`src/hw/rtl/sha256_stream_hasher_macros.svh`:
```
// Assertion macros shared by the SHA-256 stream hasher RTL.
`ifndef SHA256_STREAM_HASHER_MACROS_SVH
`define SHA256_STREAM_HASHER_MACROS_SVH
`ifndef SYNTHESIS
// Same-cycle implication, checked on every rising edge outside reset.
`define SHS_ASSERT_IMP(label, ante, cons) \
    label: assert property (@(posedge clk) disable iff (!rst_n) (ante) |-> (cons)) \
        else $error("SHA-256 hasher check failed");
// Next-cycle implication, checked on every rising edge outside reset.
`define SHS_ASSERT_NXT(label, ante, cons) \
    label: assert property (@(posedge clk) disable iff (!rst_n) (ante) |=> (cons)) \
        else $error("SHA-256 hasher check failed");
`else
`define SHS_ASSERT_IMP(label, ante, cons)
`define SHS_ASSERT_NXT(label, ante, cons)
`endif
`endif

```
`src/hw/rtl/shs_pkg.sv`:
```
// Types and constants shared by the SHA-256 stream hasher modules.
package shs_pkg;

    localparam int WORD_W  = 32;
    localparam int HASH_N  = 8;
    localparam int ROUND_N = 64;
    localparam int ROUND_W = 6;
    localparam int FILL_W  = 6;
    localparam int BLOCK_W = 512;

    typedef logic [WORD_W-1:0] word_t;
    typedef word_t hash_t [HASH_N];

    // Schedule window taps needed by one round.
    typedef struct packed {
        word_t w0;
        word_t w1;
        word_t w9;
        word_t w14;
    } shs_sched_t;

    localparam logic [FILL_W-1:0] FILL_LAST = 6'd63;
    localparam logic [FILL_W-1:0] LEN_POS   = 6'd56;
    localparam logic [ROUND_W-1:0] ROUND_LAST = 6'd63;
    localparam logic [2:0] LAST_WORD = 3'd7;
    localparam logic [7:0] PAD_MARK  = 8'h80;

    localparam hash_t INIT_HASH = '{
        32'h6a09e667, 32'hbb67ae85, 32'h3c6ef372, 32'ha54ff53a,
        32'h510e527f, 32'h9b05688c, 32'h1f83d9ab, 32'h5be0cd19
    };

    localparam word_t ROUND_K [ROUND_N] = '{
        32'h428a2f98, 32'h71374491, 32'hb5c0fbcf, 32'he9b5dba5,
        32'h3956c25b, 32'h59f111f1, 32'h923f82a4, 32'hab1c5ed5,
        32'hd807aa98, 32'h12835b01, 32'h243185be, 32'h550c7dc3,
        32'h72be5d74, 32'h80deb1fe, 32'h9bdc06a7, 32'hc19bf174,
        32'he49b69c1, 32'hefbe4786, 32'h0fc19dc6, 32'h240ca1cc,
        32'h2de92c6f, 32'h4a7484aa, 32'h5cb0a9dc, 32'h76f988da,
        32'h983e5152, 32'ha831c66d, 32'hb00327c8, 32'hbf597fc7,
        32'hc6e00bf3, 32'hd5a79147, 32'h06ca6351, 32'h14292967,
        32'h27b70a85, 32'h2e1b2138, 32'h4d2c6dfc, 32'h53380d13,
        32'h650a7354, 32'h766a0abb, 32'h81c2c92e, 32'h92722c85,
        32'ha2bfe8a1, 32'ha81a664b, 32'hc24b8b70, 32'hc76c51a3,
        32'hd192e819, 32'hd6990624, 32'hf40e3585, 32'h106aa070,
        32'h19a4c116, 32'h1e376c08, 32'h2748774c, 32'h34b0bcb5,
        32'h391c0cb3, 32'h4ed8aa4a, 32'h5b9cca4f, 32'h682e6ff3,
        32'h748f82ee, 32'h78a5636f, 32'h84c87814, 32'h8cc70208,
        32'h90befffa, 32'ha4506ceb, 32'hbef9a3f7, 32'hc67178f2
    };

endpackage

```
`src/hw/rtl/shs_in_if.sv`:
```
// Byte stream channel of the SHA-256 stream hasher.
interface shs_in_if;
    logic       valid;
    logic       ready;
    logic [7:0] data_byte;
    logic       has_byte;
    logic       end_of_message;

    modport source (output valid, output data_byte, output has_byte,
                    output end_of_message, input ready);
    modport sink   (input valid, input data_byte, input has_byte,
                    input end_of_message, output ready);
endinterface

```
`src/hw/rtl/shs_out_if.sv`:
```
// Digest word channel of the SHA-256 stream hasher.
interface shs_out_if;
    logic        valid;
    logic        ready;
    logic [31:0] digest_word;
    logic [2:0]  word_number;
    logic        final_word;

    modport source (output valid, output digest_word, output word_number,
                    output final_word, input ready);
    modport sink   (input valid, input digest_word, input word_number,
                    input final_word, output ready);
endinterface

```
`src/hw/rtl/shs_round.sv`:
```
// One SHA-256 compression round with its message schedule step.
module shs_round
    import shs_pkg::*;
(
    input  hash_t              work,
    input  shs_sched_t         sched,
    input  logic [ROUND_W-1:0] round_idx,
    output hash_t              work_next,
    output word_t              w_new
);

    function automatic word_t big_sigma0(input word_t x);
        return {x[1:0], x[31:2]} ^ {x[12:0], x[31:13]} ^ {x[21:0], x[31:22]};
    endfunction

    function automatic word_t big_sigma1(input word_t x);
        return {x[5:0], x[31:6]} ^ {x[10:0], x[31:11]} ^ {x[24:0], x[31:25]};
    endfunction

    function automatic word_t small_sigma0(input word_t x);
        return {x[6:0], x[31:7]} ^ {x[17:0], x[31:18]} ^ {3'b000, x[31:3]};
    endfunction

    function automatic word_t small_sigma1(input word_t x);
        return {x[16:0], x[31:17]} ^ {x[18:0], x[31:19]} ^ {10'b0, x[31:10]};
    endfunction

    word_t t1;
    word_t t2;
    word_t ch;
    word_t maj;

    // Round function on the working variables a to h.
    always_comb
    begin
        ch  = (work[4] & work[5]) ^ (~work[4] & work[6]);
        maj = (work[0] & work[1]) ^ (work[0] & work[2]) ^ (work[1] & work[2]);
        t1  = work[7] + big_sigma1(work[4]) + ch + ROUND_K[round_idx] + sched.w0;
        t2  = big_sigma0(work[0]) + maj;
        work_next[0] = t1 + t2;
        work_next[1] = work[0];
        work_next[2] = work[1];
        work_next[3] = work[2];
        work_next[4] = work[3] + t1;
        work_next[5] = work[4];
        work_next[6] = work[5];
        work_next[7] = work[6];
    end

    // Schedule word sixteen places ahead of the current one.
    assign w_new = sched.w0 + small_sigma0(sched.w1) + sched.w9 + small_sigma1(sched.w14);

endmodule

```
`src/hw/rtl/sha256_stream_hasher.sv`:
```
// Top level of the SHA-256 stream hasher: byte collection, padding and round sequencer.
//
//   channel      direction  payload                                   handshake
//   byte_stream  sink       data_byte, has_byte, end_of_message       valid/ready
//   digest       source     digest_word, word_number, final_word      valid/ready
//
// A transaction that fills the 64-byte block starts a compression (64 rounds
// through the shared round unit, then the add into the chaining words),
// during which ready is low.
// At end of message, padding shifts in one byte a cycle up to the block end,
// followed by one or two compressions, then eight digest transactions.
// Reset clears all control state asynchronously; there is no clearing pass.
// A stalled digest channel holds the block; no byte is taken until all eight
// words are delivered.
module sha256_stream_hasher
    import shs_pkg::*;
(
    input  logic      clk,
    input  logic      rst_n,
    shs_in_if.sink    byte_stream,
    shs_out_if.source digest
);

`include "sha256_stream_hasher_macros.svh"

    localparam logic [2:0] ST_IDLE  = 3'd0;
    localparam logic [2:0] ST_PAD   = 3'd1;
    localparam logic [2:0] ST_ROUND = 3'd2;
    localparam logic [2:0] ST_FOLD  = 3'd3;
    localparam logic [2:0] ST_OUT   = 3'd4;

    logic [2:0]         state_reg, state_next;
    logic [FILL_W-1:0]  fill_reg, fill_next;
    logic [63:0]        msg_bytes_reg, msg_bytes_next;
    logic               end_pend_reg, end_pend_next;
    logic               mark_done_reg, mark_done_next;
    logic               pad_extra_reg, pad_extra_next;
    logic [ROUND_W-1:0] round_reg, round_next;
    logic [2:0]         word_reg, word_next;
    hash_t              chain_reg, chain_next;
    hash_t              work_reg;
    logic [BLOCK_W-1:0] blk_reg;

    logic        shift_en;
    logic [7:0]  shift_byte;
    logic        load_work;
    logic        round_en;
    logic [63:0] len_bits;
    logic [2:0]  len_sel;
    logic        in_take;
    logic        out_take;
    logic        blk_full;
    logic        round_done;
    logic        msg_done;
    shs_sched_t  sched;
    hash_t       work_next;
    word_t       w_new;

    assign byte_stream.ready = (state_reg == ST_IDLE);

    // Output payload comes straight from the chaining registers.
    assign digest.valid       = (state_reg == ST_OUT);
    assign digest.digest_word = chain_reg[word_reg];
    assign digest.word_number = word_reg;
    assign digest.final_word  = (word_reg == LAST_WORD);

    // Handshake and sequencing conditions.
    assign in_take    = byte_stream.valid && byte_stream.ready;
    assign out_take   = digest.valid && digest.ready;
    assign blk_full   = byte_stream.has_byte && (fill_reg == FILL_LAST);
    assign round_done = (state_reg == ST_ROUND) && (round_reg == ROUND_LAST);
    assign msg_done   = out_take && digest.final_word;

    // Length field bytes, most significant first at block positions 56 to 63.
    assign len_bits = {msg_bytes_reg[60:0], 3'b000};
    assign len_sel  = LAST_WORD - fill_reg[2:0];

    // Schedule taps: word 0 of the window sits in the top bits.
    assign sched.w0  = blk_reg[511:480];
    assign sched.w1  = blk_reg[479:448];
    assign sched.w9  = blk_reg[223:192];
    assign sched.w14 = blk_reg[63:32];

    shs_round u_round (
        .work      (work_reg),
        .sched     (sched),
        .round_idx (round_reg),
        .work_next (work_next),
        .w_new     (w_new)
    );

    // Sequencer next-state logic.
    always_comb
    begin
        state_next     = state_reg;
        fill_next      = fill_reg;
        msg_bytes_next = msg_bytes_reg;
        end_pend_next  = end_pend_reg;
        mark_done_next = mark_done_reg;
        pad_extra_next = pad_extra_reg;
        round_next     = round_reg;
        word_next      = word_reg;
        chain_next     = chain_reg;
        shift_en       = 1'b0;
        shift_byte     = 8'h00;
        load_work      = 1'b0;
        round_en       = 1'b0;

        unique case (state_reg)
            ST_IDLE:
            begin
                if (in_take)
                begin
                    end_pend_next = byte_stream.end_of_message;
                    if (byte_stream.has_byte)
                    begin
                        shift_en       = 1'b1;
                        shift_byte     = byte_stream.data_byte;
                        fill_next      = fill_reg + 1'b1;
                        msg_bytes_next = msg_bytes_reg + 64'd1;
                    end
                    if (blk_full)
                    begin
                        load_work  = 1'b1;
                        state_next = ST_ROUND;
                    end
                    else if (byte_stream.end_of_message)
                    begin
                        state_next = ST_PAD;
                    end
                end
            end
            ST_PAD:
            begin
                shift_en  = 1'b1;
                fill_next = fill_reg + 1'b1;
                if (!mark_done_reg)
                begin
                    shift_byte     = PAD_MARK;
                    mark_done_next = 1'b1;
                    pad_extra_next = (fill_reg >= LEN_POS);
                end
                else if ((fill_reg >= LEN_POS) && !pad_extra_reg)
                begin
                    shift_byte = len_bits[{len_sel, 3'b000} +: 8];
                end
                if (fill_reg == FILL_LAST)
                begin
                    load_work  = 1'b1;
                    state_next = ST_ROUND;
                end
            end
            ST_ROUND:
            begin
                round_en   = 1'b1;
                round_next = round_reg + 1'b1;
                if (round_done)
                begin
                    state_next = ST_FOLD;
                end
            end
            ST_FOLD:
            begin
                for (int i = 0; i < HASH_N; i++)
                begin
                    chain_next[i] = chain_reg[i] + work_reg[i];
                end
                if (!end_pend_reg)
                begin
                    state_next = ST_IDLE;
                end
                else if (mark_done_reg && !pad_extra_reg)
                begin
                    state_next = ST_OUT;
                end
                else
                begin
                    pad_extra_next = 1'b0;
                    state_next     = ST_PAD;
                end
            end
            ST_OUT:
            begin
                if (out_take)
                begin
                    word_next = word_reg + 1'b1;
                    if (msg_done)
                    begin
                        chain_next     = INIT_HASH;
                        msg_bytes_next = 64'd0;
                        end_pend_next  = 1'b0;
                        mark_done_next = 1'b0;
                        pad_extra_next = 1'b0;
                        state_next     = ST_IDLE;
                    end
                end
            end
            default:
            begin
                state_next = ST_IDLE;
            end
        endcase
    end

    // Control and chaining state.
    always_ff @(posedge clk or negedge rst_n)
    begin
        if (!rst_n)
        begin
            state_reg     <= ST_IDLE;
            fill_reg      <= '0;
            msg_bytes_reg <= '0;
            end_pend_reg  <= 1'b0;
            mark_done_reg <= 1'b0;
            pad_extra_reg <= 1'b0;
            round_reg     <= '0;
            word_reg      <= '0;
            chain_reg     <= INIT_HASH;
        end
        else
        begin
            state_reg     <= state_next;
            fill_reg      <= fill_next;
            msg_bytes_reg <= msg_bytes_next;
            end_pend_reg  <= end_pend_next;
            mark_done_reg <= mark_done_next;
            pad_extra_reg <= pad_extra_next;
            round_reg     <= round_next;
            word_reg      <= word_next;
            chain_reg     <= chain_next;
        end
    end

    // Block buffer doubles as the schedule window; working variables follow it.
    always_ff @(posedge clk)
    begin
        if (shift_en)
        begin
            blk_reg <= {blk_reg[BLOCK_W-9:0], shift_byte};
        end
        else if (round_en)
        begin
            blk_reg <= {blk_reg[BLOCK_W-WORD_W-1:0], w_new};
        end

        if (load_work)
        begin
            work_reg <= chain_reg;
        end
        else if (round_en)
        begin
            work_reg <= work_next;
        end
    end

    // Digest words only appear on a block boundary.
    `SHS_ASSERT_IMP(a_out_on_boundary, digest.valid, fill_reg == '0)
    // The sixty-fourth round always hands over to the chaining add.
    `SHS_ASSERT_NXT(a_round_to_fold, round_done, state_reg == ST_FOLD)
    // A byte completing the block starts a compression from round zero.
    `SHS_ASSERT_NXT(a_full_starts, in_take && blk_full, (state_reg == ST_ROUND) && (round_reg == '0))
    // After the last digest word the next message starts from the initial values.
    `SHS_ASSERT_NXT(a_restart, msg_done, (chain_reg[0] == INIT_HASH[0]) && (msg_bytes_reg == '0))

endmodule
```
`src/flat_wrapper.sv`:
```
// flat-port wrapper written by rule: the top's interface ports become plain ports
module sha256_stream_hasher_flat import shs_pkg::*;
  (clk, rst_n, byte_stream_valid, byte_stream_data_byte, byte_stream_has_byte, byte_stream_end_of_message, byte_stream_ready, digest_valid, digest_digest_word, digest_word_number, digest_final_word, digest_ready);
  shs_in_if byte_stream_i ();
  shs_out_if digest_i ();
  input  logic clk;
  input  logic rst_n;
  input wire logic [$bits(byte_stream_i.valid)-1:0] byte_stream_valid;
  input wire logic [$bits(byte_stream_i.data_byte)-1:0] byte_stream_data_byte;
  input wire logic [$bits(byte_stream_i.has_byte)-1:0] byte_stream_has_byte;
  input wire logic [$bits(byte_stream_i.end_of_message)-1:0] byte_stream_end_of_message;
  output wire logic [$bits(byte_stream_i.ready)-1:0] byte_stream_ready;
  output wire logic [$bits(digest_i.valid)-1:0] digest_valid;
  output wire logic [$bits(digest_i.digest_word)-1:0] digest_digest_word;
  output wire logic [$bits(digest_i.word_number)-1:0] digest_word_number;
  output wire logic [$bits(digest_i.final_word)-1:0] digest_final_word;
  input wire logic [$bits(digest_i.ready)-1:0] digest_ready;
  assign byte_stream_i.valid = byte_stream_valid;
  assign byte_stream_i.data_byte = byte_stream_data_byte;
  assign byte_stream_i.has_byte = byte_stream_has_byte;
  assign byte_stream_i.end_of_message = byte_stream_end_of_message;
  assign byte_stream_ready = byte_stream_i.ready;
  assign digest_valid = digest_i.valid;
  assign digest_digest_word = digest_i.digest_word;
  assign digest_word_number = digest_i.word_number;
  assign digest_final_word = digest_i.final_word;
  assign digest_i.ready = digest_ready;
  sha256_stream_hasher u_core (.clk(clk), .rst_n(rst_n), .byte_stream(byte_stream_i), .digest(digest_i));
endmodule
```
`config.mk`:
```
export PLATFORM = sky130hd
export DESIGN_NAME = sha256_stream_hasher_flat
export DESIGN_NICKNAME = d
export VERILOG_FILES = /design/src/hw/rtl/shs_pkg.sv /design/src/hw/rtl/shs_in_if.sv /design/src/hw/rtl/shs_out_if.sv /design/src/hw/rtl/shs_round.sv /design/src/hw/rtl/sha256_stream_hasher.sv /design/src/flat_wrapper.sv
export VERILOG_INCLUDE_DIRS = /design/src /design/src/hw/rtl
export SDC_FILE = /design/constraint.sdc
export NUM_CORES = 2
export LEC_CHECK = 0
export ABC_CLOCK_PERIOD_IN_PS = 14610
export BUFFER_PORTS_ARGS = -buffer_cell sky130_fd_sc_hd__buf_2
export CAP_MARGIN = 20
export CORE_MARGIN = 2
export CORE_UTILIZATION = 30
export CTS_CLUSTER_DIAMETER = 40
export CTS_CLUSTER_SIZE = 14
export DETAILED_ROUTE_END_ITERATION = 10
export PLACE_DENSITY_LB_ADDON = 0.1
export SLEW_MARGIN = 10
export SYNTH_ARGS = -nofsm -noshare
export SYNTH_HDL_FRONTEND = slang
export SYNTH_SLANG_ARGS = --single-unit
export TNS_END_PERCENT = 5
```
`constraint.sdc`:
```
create_clock -name clk -period 14.61 [get_ports clk]
set_clock_uncertainty 0.2 [all_clocks]
set_input_delay 2.1915 -clock clk [delete_from_list [all_inputs] [get_ports clk]]
set_output_delay 2.1915 -clock clk [all_outputs]
set_load 0.02 [all_outputs]
```
==> impl_metrics.env <==
export IMPL_antenna_found_initial=6
export IMPL_synth_compound_area_share=0.132
export IMPL_syn_area_per_cell_um2=9.16
export IMPL_clk_latency_ns=0.89
export IMPL_nNetsFinal=8859
export IMPL_die_area_um2=257000
export IMPL_core_area_um2=251000
export IMPL_crit_family="compound AO/OA/AOI/OAI gates"
export IMPL_worst_pin_slew_ns=1.14
export IMPL_drc=0
export IMPL_finalSetupTns_ns=0
export IMPL_gp_congestion=0.930
export IMPL_cp_slowest_cell="ha_1"
export IMPL_rows=184
export IMPL_hold_viol=0
export IMPL_synth_seq_cells=1106
export IMPL_irDropWorstVdd_mv=0.124
export IMPL_cts_setup_buffers=0
export IMPL_vias=60900
export IMPL_clock_sinks=1106
export IMPL_hold_path_class="reg2reg"
export IMPL_grt_overflow_total=0
export IMPL_synth_async_reset_ratio=0.306
export IMPL_vias_per_cell=5.14
export IMPL_final_util=0.355
export IMPL_cp_endpoint="u_core.work_reg[255]"
export IMPL_grt_max_degree=233
export IMPL_placed_cell_area_um2=79500
export IMPL_r2r_start="u_core.round_reg[1]"
export IMPL_path_class="reg2reg"
export IMPL_p_per_area_nw_per_um2=122
export IMPL_cpMostUsedCell="inv_1"
export IMPL_slew_viol_final=0
export IMPL_crit_buf_inv=5
export IMPL_crit_path_max_fanout=21
export IMPL_postCtsHoldBufs=0
export IMPL_start_util=0.302
export IMPL_drv_cap=0
export IMPL_clockRootBuffer="clkbuf_16"
export IMPL_dp_hpwl_um=210000
export IMPL_synth_top_area_frac=0.304
export IMPL_largest_reg_flops=512
export IMPL_drive_above_1_share=0.112
export IMPL_ys_types=103
export IMPL_ant_nets=0
export IMPL_synth_fa_ha_area_frac=0.117
export IMPL_status="finished, final reports clean"
export IMPL_required_ns=15.01
export IMPL_synth_ff_type="edfxtp_1"
export IMPL_netlist_area_um2=75900
export IMPL_drtIter0Drc=5021
export IMPL_synth_xor_area_frac=0.0715
export IMPL_fin_crit_sh=0.773
export IMPL_die_w_um=507
export IMPL_final_instance_count_excl_fill=11800
export IMPL_grt_pass1_wl_um=423000
export IMPL_h_tree_depth=5
export IMPL_cts_resized=0
export IMPL_final_cell_area_um2=89300
export IMPL_drt_pre_antenna_iters=6
export IMPL_synthToLayoutAreaGrowth_pct=17.7
export IMPL_worstPathArrival_ns=11.70
export IMPL_finalPower_mw=10.9
export IMPL_path_depth=36
export IMPL_r2r_end="u_core.work_reg[255]"
export IMPL_rsz0062_at_grt="false"
export IMPL_yosys_warnings=0
export IMPL_portBuffers=51
export IMPL_grt_pass1_vias=61100
export IMPL_clockBufferDepth=4
export IMPL_critPathMaxStageDelay_ns=0.93
export IMPL_muxShareOfSynthArea=0.0369
export IMPL_dp_cells=11300
export IMPL_synthTopCellsByArea="edfxtp_1 30%, nand2_1 12%, dfrtp_1 6.7%"
export IMPL_fmax_mhz=88.5
export IMPL_synth_top_family_by_area="simple AND/OR/NAND/NOR gates"
export IMPL_r2r_slack_ns=3.31
export IMPL_startpoint_type="flip-flop"
export IMPL_setup_violations=0
export IMPL_period_needed_ns=11.30
export IMPL_end_kind="flip-flop"
export IMPL_r2r_cells=36
export IMPL_yosys_area_top_type="edfxtp_1"
export IMPL_syn_nets=8890
export IMPL_power_leakage_nw=38.7
export IMPL_cts_tree="built"
export IMPL_synthCells=8287
export IMPL_ioPinCount=52
export IMPL_wl_per_cell_um=24.3
export IMPL_max_slew_margin=0.243
export IMPL_die_h_um=507
export IMPL_synthSimpleGateAreaFrac=0.186
export IMPL_synth_edf_count=768
export IMPL_drt_wl_total_um=287000
export IMPL_grt_usage=0.219
export IMPL_yosysSeqAreaShare=0.418
export IMPL_cp_startpoint="u_core.round_reg[1]"
export IMPL_path_clk_slew_ns=0.05
export IMPL_cts_buffers=276
==> cells by family after synthesis <==
family                     after synthesis
and+or+nand+nor                       3395
buffers and inverters                  785
DFF                                   1106
AOI/OAI and AO/OA                     1623
adders and majority gates              592
xor gates and xnor gates               618
muxes                                  168
==> cell usage in the layout, fill, tap and decap left out, types with 246 or more instances in the layout <==
| cell type | n |
|---|---|
| nand2_1 | 2383 |
| xnor2_1 | 371 |
| xor2_1 | 246 |
| clkbuf_16 | 278 |
| nor2_1 | 391 |
| o21ai_0 | 453 |
| edfxtp_1 | 768 |
| inv_1 | 319 |
| ha_1 | 394 |
| a21oi_1 | 498 |
==> cells in the mapped netlist, drive strengths merged, types with 35 or more instances <==
library cell	number
nor2	395
xnor2	371
dfstp	136
and3	53
clkbuf	416
or3	46
a21o	197
xor2	246
a21oi	502
fa	195
nand2b	74
mux2	55
mux4	84
a211oi	55
nand3	140
a31oi	55
nand2	2388
o21a	54
dfrtp	202
nor2b	49
edfxtp	768
nor3	112
o31ai	35
inv	319
o21ai	472
buf	48
ha	394
o21bai	43
==> worst reg2reg max path, delay by kind of cell (launching register included) <==
kind / cells / cell delay [ns]
and+or+nand+nor: 5 / 1.08
muxes: 1 / 0.28
adders and majority gates: 7 / 3.62
DFF: 1 / 0.80
xor gates and xnor gates: 3 / 0.45
buffers and inverters: 5 / 0.55
AOI/OAI and AO/OA: 15 / 4.04
==> worst min-delay path by stage <==
stage	from	end	cells after the start
2_1_floorplan	u_core.fill_reg[5]	u_core.fill_reg[5]	1
3_3_place_gp	u_core.fill_reg[5]	u_core.fill_reg[5]	1
3_5_place_dp	u_core.fill_reg[5]	u_core.fill_reg[5]	1
4_1_cts	u_core.fill_reg[5]	u_core.fill_reg[5]	1
5_1_grt	u_core.fill_reg[5]	u_core.fill_reg[5]	1
6_report	u_core.fill_reg[5]	u_core.fill_reg[5]	1
==> cell type report <==
class / instances / area, um2
Sequential cell: 1106 / 31700
Timing Repair Buffer: 155 / 1110
Antenna cell: 3 / 7.51
Multi-Input combinational cell: 6396 / 41300
Fill cell: 25700 / 162000
Inverter: 321 / 1200
Clock inverter: 150 / 2270
Clock buffer: 354 / 7510
Tap cell: 3348 / 4190
==> per-layer routing <==
layer	wire (um)	track usage	vias up
met4	7980	0.0639	2
met3	10900	0.0227	378
met2	134000	0.357	1430
met5	13	0	-
met1	134000	0.308	30500
li1	-	-	28600
==> metrics by stage <==
stage	setup WS (ns)	hold WS, ns
5_1_grt	2.66	0.293
3_5_place_dp	3.47	0.257
2_1_floorplan	4.55	0.238
3_3_place_gp	3.27	0.259
6_report	3.31	0.268
4_1_cts	3.45	0.266
==> power breakdown <==
group | leakage [nW] | switching [mW] | internal [mW]
Sequential | 11.9 | 0.0379 | 3.39
Combinational | 22.1 | 0.610 | 0.393
Clock | 4.71 | 2.10 | 4.40
Total | 38.7 | 2.74 | 8.19
Note: power is estimated with default switching activity, not from simulation.
